===== src/hdl/miller_rabin_prime_test_assert.svh =====
// assertion macros for the prime test block
`ifndef MILLER_RABIN_PRIME_TEST_ASSERT_SVH
`define MILLER_RABIN_PRIME_TEST_ASSERT_SVH
`ifndef SYNTHESIS
`define MRP_ASSERT_IMPL(label, clk, rst, a, c) \
  label: assert property (@(posedge clk) disable iff (rst) (a) |-> (c)) else $error("mrp check failed");
`define MRP_ASSERT_NEXT(label, clk, rst, a, c) \
  label: assert property (@(posedge clk) disable iff (rst) (a) |=> (c)) else $error("mrp check failed");
`else
`define MRP_ASSERT_IMPL(label, clk, rst, a, c)
`define MRP_ASSERT_NEXT(label, clk, rst, a, c)
`endif
`endif


===== src/hdl/mrp_pkg.sv =====
`default_nettype none
package mrp_pkg;
  localparam int NumWidth = 32;
  localparam int InWidth = 32;
  localparam int WitnessCount = 8;
  localparam int WitnessIdxWidth = 3;

  function automatic logic [4:0] witness(input logic [WitnessIdxWidth-1:0] idx);
    logic [4:0] w;
    unique case (idx)
      3'd0: w = 5'd2;
      3'd1: w = 5'd3;
      3'd2: w = 5'd5;
      3'd3: w = 5'd7;
      3'd4: w = 5'd11;
      3'd5: w = 5'd13;
      3'd6: w = 5'd17;
      default: w = 5'd19;
    endcase
    return w;
  endfunction

  typedef enum logic [3:0] {
    ST_IDLE, ST_XX_WAIT, ST_SPLIT, ST_WSTART, ST_EXP_BIT, ST_MUL_WAIT, ST_SQ_CHECK,
    ST_SQ_WAIT, ST_DONE
  } state_t;

  typedef enum logic [3:0] {
    CMD_NONE, CMD_LOAD, CMD_SHIFT_Q, CMD_WINIT, CMD_MUL_RB, CMD_MUL_BB, CMD_MUL_XX,
    CMD_NEXT_BIT, CMD_WB_R, CMD_WB_BASE, CMD_WB_X, CMD_SET_X
  } cmd_op_t;

  typedef struct packed {
    cmd_op_t op;
    logic    start_mul;
  } cmd_t;

  typedef struct packed {
    logic q_even;
    logic trivial;
    logic trivial_prime;
    logic witness_ok;
    logic e_zero;
    logic e_lsb;
    logic mul_busy;
    logic x_one;
    logic x_nm1;
    logic k_zero;
  } status_t;
endpackage
`default_nettype wire


===== src/hdl/mrp_mulmod.sv =====
`default_nettype none
module mrp_mulmod #(
  parameter int NUM_WIDTH = mrp_pkg::NumWidth
) (
  input  wire logic                 clk,
  input  wire logic                 rst,
  input  wire logic                 start,
  input  wire logic [NUM_WIDTH-1:0] a,
  input  wire logic [NUM_WIDTH-1:0] b,
  input  wire logic [NUM_WIDTH-1:0] m,
  output logic                      busy,
  output logic [NUM_WIDTH-1:0]      result
);
  logic [NUM_WIDTH-1:0] sa, sb, acc;
  logic [NUM_WIDTH:0] sum_acc, dbl;
  logic [NUM_WIDTH-1:0] acc_next, sa_next;

  always_comb begin
    sum_acc = {1'b0, acc} + {1'b0, sa};
    acc_next = (sum_acc >= {1'b0, m}) ? NUM_WIDTH'(sum_acc - {1'b0, m})
                                      : sum_acc[NUM_WIDTH-1:0];
    if (!sb[0]) acc_next = acc;
    dbl = {sa, 1'b0};
    sa_next = (dbl >= {1'b0, m}) ? NUM_WIDTH'(dbl - {1'b0, m}) : dbl[NUM_WIDTH-1:0];
  end

  always_ff @(posedge clk) begin
    if (rst) begin
      busy <= 1'b0;
    end else if (start) begin
      busy <= 1'b1;
      sa <= a;
      sb <= b;
      acc <= '0;
    end else if (busy) begin
      if (sb == '0) begin
        busy <= 1'b0;
      end else begin
        acc <= acc_next;
        sa <= sa_next;
        sb <= sb >> 1;
      end
    end
  end

  assign result = acc;
endmodule
`default_nettype wire


===== src/hdl/mrp_datapath.sv =====
`default_nettype none
`include "miller_rabin_prime_test_assert.svh"
module mrp_datapath #(
  parameter int NUM_WIDTH = mrp_pkg::NumWidth
) (
  input  wire logic                       clk,
  input  wire logic                       rst,
  input  wire logic [mrp_pkg::InWidth-1:0] candidate_value,
  input  wire mrp_pkg::cmd_t              cmd,
  output mrp_pkg::status_t                status
);
  localparam int KW = $clog2(NUM_WIDTH + 1);
  logic [NUM_WIDTH-1:0] n, q, e, r, base, x, ma, mb;
  logic [KW-1:0] k, kc;
  logic [mrp_pkg::WitnessIdxWidth-1:0] widx;
  logic wdone;
  logic mbusy;
  logic [NUM_WIDTH-1:0] mres;
  logic [NUM_WIDTH-1:0] nin;
  logic [NUM_WIDTH-1:0] wval;

  always_comb begin
    nin = NUM_WIDTH'(candidate_value);
    wval = NUM_WIDTH'(mrp_pkg::witness(widx));
    ma = x;
    mb = x;
    unique case (cmd.op)
      mrp_pkg::CMD_MUL_RB: begin ma = r; mb = base; end
      mrp_pkg::CMD_MUL_BB: begin ma = base; mb = base; end
      default: begin ma = x; mb = x; end
    endcase
  end

  mrp_mulmod #(.NUM_WIDTH(NUM_WIDTH)) u_mul (
    .clk(clk), .rst(rst), .start(cmd.start_mul), .a(ma), .b(mb), .m(n),
    .busy(mbusy), .result(mres)
  );

  always_ff @(posedge clk) begin
    unique case (cmd.op)
      mrp_pkg::CMD_LOAD: begin
        n <= nin;
        q <= nin - NUM_WIDTH'(1);
        k <= '0;
        widx <= '0;
        wdone <= 1'b0;
      end
      mrp_pkg::CMD_SHIFT_Q: begin
        q <= q >> 1;
        k <= k + KW'(1);
      end
      mrp_pkg::CMD_WINIT: begin
        e <= q;
        r <= NUM_WIDTH'(1);
        base <= wval;
        kc <= k;
      end
      mrp_pkg::CMD_WB_R: r <= mres;
      mrp_pkg::CMD_WB_BASE: begin
        base <= mres;
        e <= e >> 1;
      end
      mrp_pkg::CMD_WB_X: begin
        x <= mres;
        kc <= kc - KW'(1);
      end
      mrp_pkg::CMD_SET_X: x <= r;
      mrp_pkg::CMD_NEXT_BIT: begin
        if (widx == 3'(mrp_pkg::WitnessCount - 1)) wdone <= 1'b1;
        widx <= widx + 3'd1;
      end
      default: begin
      end
    endcase
  end

  always_comb begin
    status.q_even = ~q[0];
    status.trivial = ~nin[0] || (nin == NUM_WIDTH'(1));
    status.trivial_prime = (nin == NUM_WIDTH'(2));
    status.witness_ok = !wdone && (wval < n);
    status.e_zero = (e == '0);
    status.e_lsb = e[0];
    status.mul_busy = mbusy;
    status.x_one = (x == NUM_WIDTH'(1));
    status.x_nm1 = (x == n - NUM_WIDTH'(1));
    status.k_zero = (kc == '0);
  end

  `MRP_ASSERT_NEXT(a_start_busy, clk, rst, cmd.start_mul, mbusy)
  `MRP_ASSERT_IMPL(a_no_restart, clk, rst, cmd.start_mul, !mbusy)
  `MRP_ASSERT_NEXT(a_shift_k, clk, rst, cmd.op == mrp_pkg::CMD_SHIFT_Q, k != '0)
endmodule
`default_nettype wire


===== config.mk =====
export PLATFORM = sky130hd
export DESIGN_NAME = mrp_datapath
export DESIGN_NICKNAME = d
export VERILOG_FILES = /design/src/hdl/mrp_pkg.sv /design/src/hdl/mrp_mulmod.sv /design/src/hdl/mrp_datapath.sv
export VERILOG_INCLUDE_DIRS = /design/src /design/src/hdl
export SDC_FILE = /design/constraint.sdc
export NUM_CORES = 1
export LEC_CHECK = 0
export BUFFER_PORTS_ARGS = -buffer_cell sky130_fd_sc_hd__buf_2
export CAP_MARGIN = 10
export CORE_ASPECT_RATIO = 2
export CORE_MARGIN = 2
export CORE_UTILIZATION = 30
export DETAILED_ROUTE_END_ITERATION = 8
export HOLD_SLACK_MARGIN = 0.08
export PLACE_DENSITY = 0.51
export SYNTH_ARGS = -nofsm -noshare
export SYNTH_HDL_FRONTEND = slang
export SYNTH_SLANG_ARGS = --single-unit

===== constraint.sdc =====
create_clock -name clk -period 14.6 [get_ports clk]
set_input_delay 2.92 -clock clk [delete_from_list [all_inputs] [get_ports clk]]
set_output_delay 2.92 -clock clk [all_outputs]
set_load 0.01 [all_outputs]

==> impl_metrics.toml <==
[power]
ir_worst_vdd_mv = 0.0958
design_power_total_w = 0.00337
power.leakage_nw = 8.31
powerDensity_nw_per_um2 = 150

[final_layout]
nets = 2193
postLayoutCoreUtil_pct = 33.7
area_delta_synth_final_pct = 11.4
drive_above_1_share_pct = 10.7
final_common_cell = "edfxtp_1"
ff_latch_area_um2 = 9150
fill_cells = 6837
final_cell_mix = "304 x edfxtp_1, 217 x nand2_1, 181 x nor2_1"
multi_input_area_um2 = 10500

[drt]
via_per_inst = 5.40
drc = 0
dr.pass1.iters = 6
totalWireLength_um = 71000
avgRoutedWirePerCell_um = 24.1
final_antenna_net_count = 0
vias = 15892
drtIter0Drc = 799

[timing]
period_share_pct = 55.0
slew_viol_final = 0
worst-slew-pin-transition_ns = 1.27
period_minus_slack_ns = 8.03
fmaxAchievable_mhz = 124
worst_hold_slack_ns = 0.555
hold_violations = 0
setup_violations = 0
tns_ns = 0
rsz0062_at_grt = "no"
slew_headroom_pct = 15.1
skew_ns = 0.0222

[global_route]
grt_start_max_net_pins = 66
gr-total-overflow = 0
grtUsageTotal_pct = 20.3
first_global_vias = 16550
antenna_found_initial = 0
grt_pass1_wl_um = 104000

[worst_setup_path]
reg2regPathDepth = 19
cp.required_ns = 11.68
path_max_fanout = 6
crit_top_cell = "buf_2"
critPathArrivalTime_ns = 5.11
worstPathCellList = "buf_2 -> or4_1 -> nor4_1 -> nand2b_1 -> nor2_1 -> and4_1 -> and2_1 -> buf_2"
worstSetupStartpointType = "input pin"
max_stage_delay_ns = 0.63
worst-setup-path-type = "in -> out"
critPathCaptureType = "output port"
cp_slowest_cell = "nor4_1"

[clock_network]
cts_root_buf = "clkbuf_16"
path_clk_slew_ns = 0.06
ctsResizeCount = 0
cts_max_level = 1
post_cts_buffers = 0
cts_tree = "done"
holdBufCountCts = 0
cts_buffers = 28
cts_buffer_depth = 3
clk_latency_ns = 0.60
clock_sinks = 305

[placed_design]
io_buffers = 48
hpwlAfterDp_um = 54400
place.gp.congestion = 0.952

[die]
die-area_um2 = 69400
start_util_pct = 30.3
coreArea_um2 = 66600
die_x_um = 187
ios = 49
die_h_um = 371
row_count = 134

[worst_hold_path]
worstHoldPathCells = 2
hold_class = "reg -> reg"

[logic_synthesis]
yosysWarnings = 0
synth_top_area_share_pct = 45.3
synth_top_area_cell = "edfxtp_1"
synth_seq_cells = 305
synthFlopType = "edfxtp_1"
synthTopCellsByArea = "edfxtp_1 45%, ha_1 7.0%, nand2_1 4.1%"
synth_cell_types = 78
yosysSeqAreaShare_pct = 45.4
synth_edf_count = 304
syn_avg_cell_area_um2 = 10.0
async_flop_share_pct = 0
syn_inst = 2016
syn-num-nets = 2170
syn_area_um2 = 20200

[status]
status = "finished clean"

[job]
maxCapViolCount = 0
==> cell type report <==
class | count | area share (%)
Timing Repair Buffer | 72 | 1.87
Multi-Input combinational cell | 1565 | 46.8
Inverter | 67 | 1.12
Tap cell | 884 | 4.93
Sequential cell | 305 | 40.7
Clock buffer | 30 | 3.25
Antenna cell | 1 | 0.0111
Clock inverter | 21 | 1.30
==> critical path: cells and delay by family <==
| kind | cells | cell delay [ns] |
|---|---|---|
| simple gates | 6 | 1.94 |
| buf+inv | 2 | 0.25 |
==> stage by stage <==
stage | setup slack, ns | cell area, um^2 | instances
finish | 6.57 | 22500 | 2945
global route | 6.48 | 22500 | 2944
CTS | 6.58 | 22500 | 2944
detailed placement | 6.59 | 21400 | 2893
global placement | 6.57 | 21400 | 2892
floorplan | 5.54 | 20200 | 2016
==> worst paths after layout <==
| kind | start | endpoint | slack (ns) |
|---|---|---|---|
| worst max-delay path | candidate_value[9] | status[7] | 6.57 |
| worst min-delay path | q[8]$_DFFE_PP_ | q[7]$_DFFE_PP_ | 0.55 |
| worst max register to register | u_mul.result[1]$_SDFFCE_PP0P_ | u_mul.result[1]$_SDFFCE_PP0P_ | 7.57 |
| worst min register to register | q[8]$_DFFE_PP_ | q[7]$_DFFE_PP_ | 0.55 |
==> routing by layer <==
layer  vias to the layer above  GRT usage [%]  wire length [um]  part of all wire (%)
met2                       399           41.9             40600                    57
met3                       165           1.33              2010                   2.8
met4                         0           13.9              5350                   7.5
li1                       7526              -                 -                     -
met1                      7802           18.3             23000                    32
met5                         -              0                 0                     0
==> sequential cells by signal, indices dropped and copies added, names as in the netlist, 3 cells and up <==
signal / count
base: 32
e: 32
k: 6
kc: 6
n: 32
q: 32
r: 32
u_mul.result: 32
u_mul.sa: 32
u_mul.sb: 32
widx: 3
x: 32
==> where the power goes <==
group | switching, W | total [W] | internal (W)
Sequential | 0.0000678 | 0.00113 | 0.00107
Clock | 0.000360 | 0.000846 | 0.000486
Combinational | 0.000857 | 0.00139 | 0.000537
Total | 0.00128 | 0.00337 | 0.00209
==> synthesized netlist by cell type (10+ instances only) <==
library cell,instances
xnor2_1,94
nor3_1,41
inv_1,66
buf_1,10
or3_1,11
nand2b_1,15
mux2_2,72
a211oi_1,17
ha_1,112
a21o_1,46
xor2_1,59
o21a_1,11
a31oi_1,66
nor2_1,183
nand4_1,23
a21oi_1,143
o21ai_1,10
and3_1,18
nand2_1,220
edfxtp_1,304
o21ai_0,90
clkbuf_1,59
nor4_1,38
nor2b_1,12
nand3_1,34
and2_1,70
o211a_1,18
o21bai_1,11
mux2i_1,39
o211ai_1,11
==> logic make-up after synthesis <==
group / share of synthesized area [%]
AND/OR/NAND/NOR: 16.8
AO/OA/AOI/OAI: 15.1
flip-flops: 45.4
XOR/XNOR: 6.65
buffers and inverters: 2.82
adder cells (fa/ha/maj): 7.25
multiplexers: 5.96
Power figures use the tool's default switching activity.
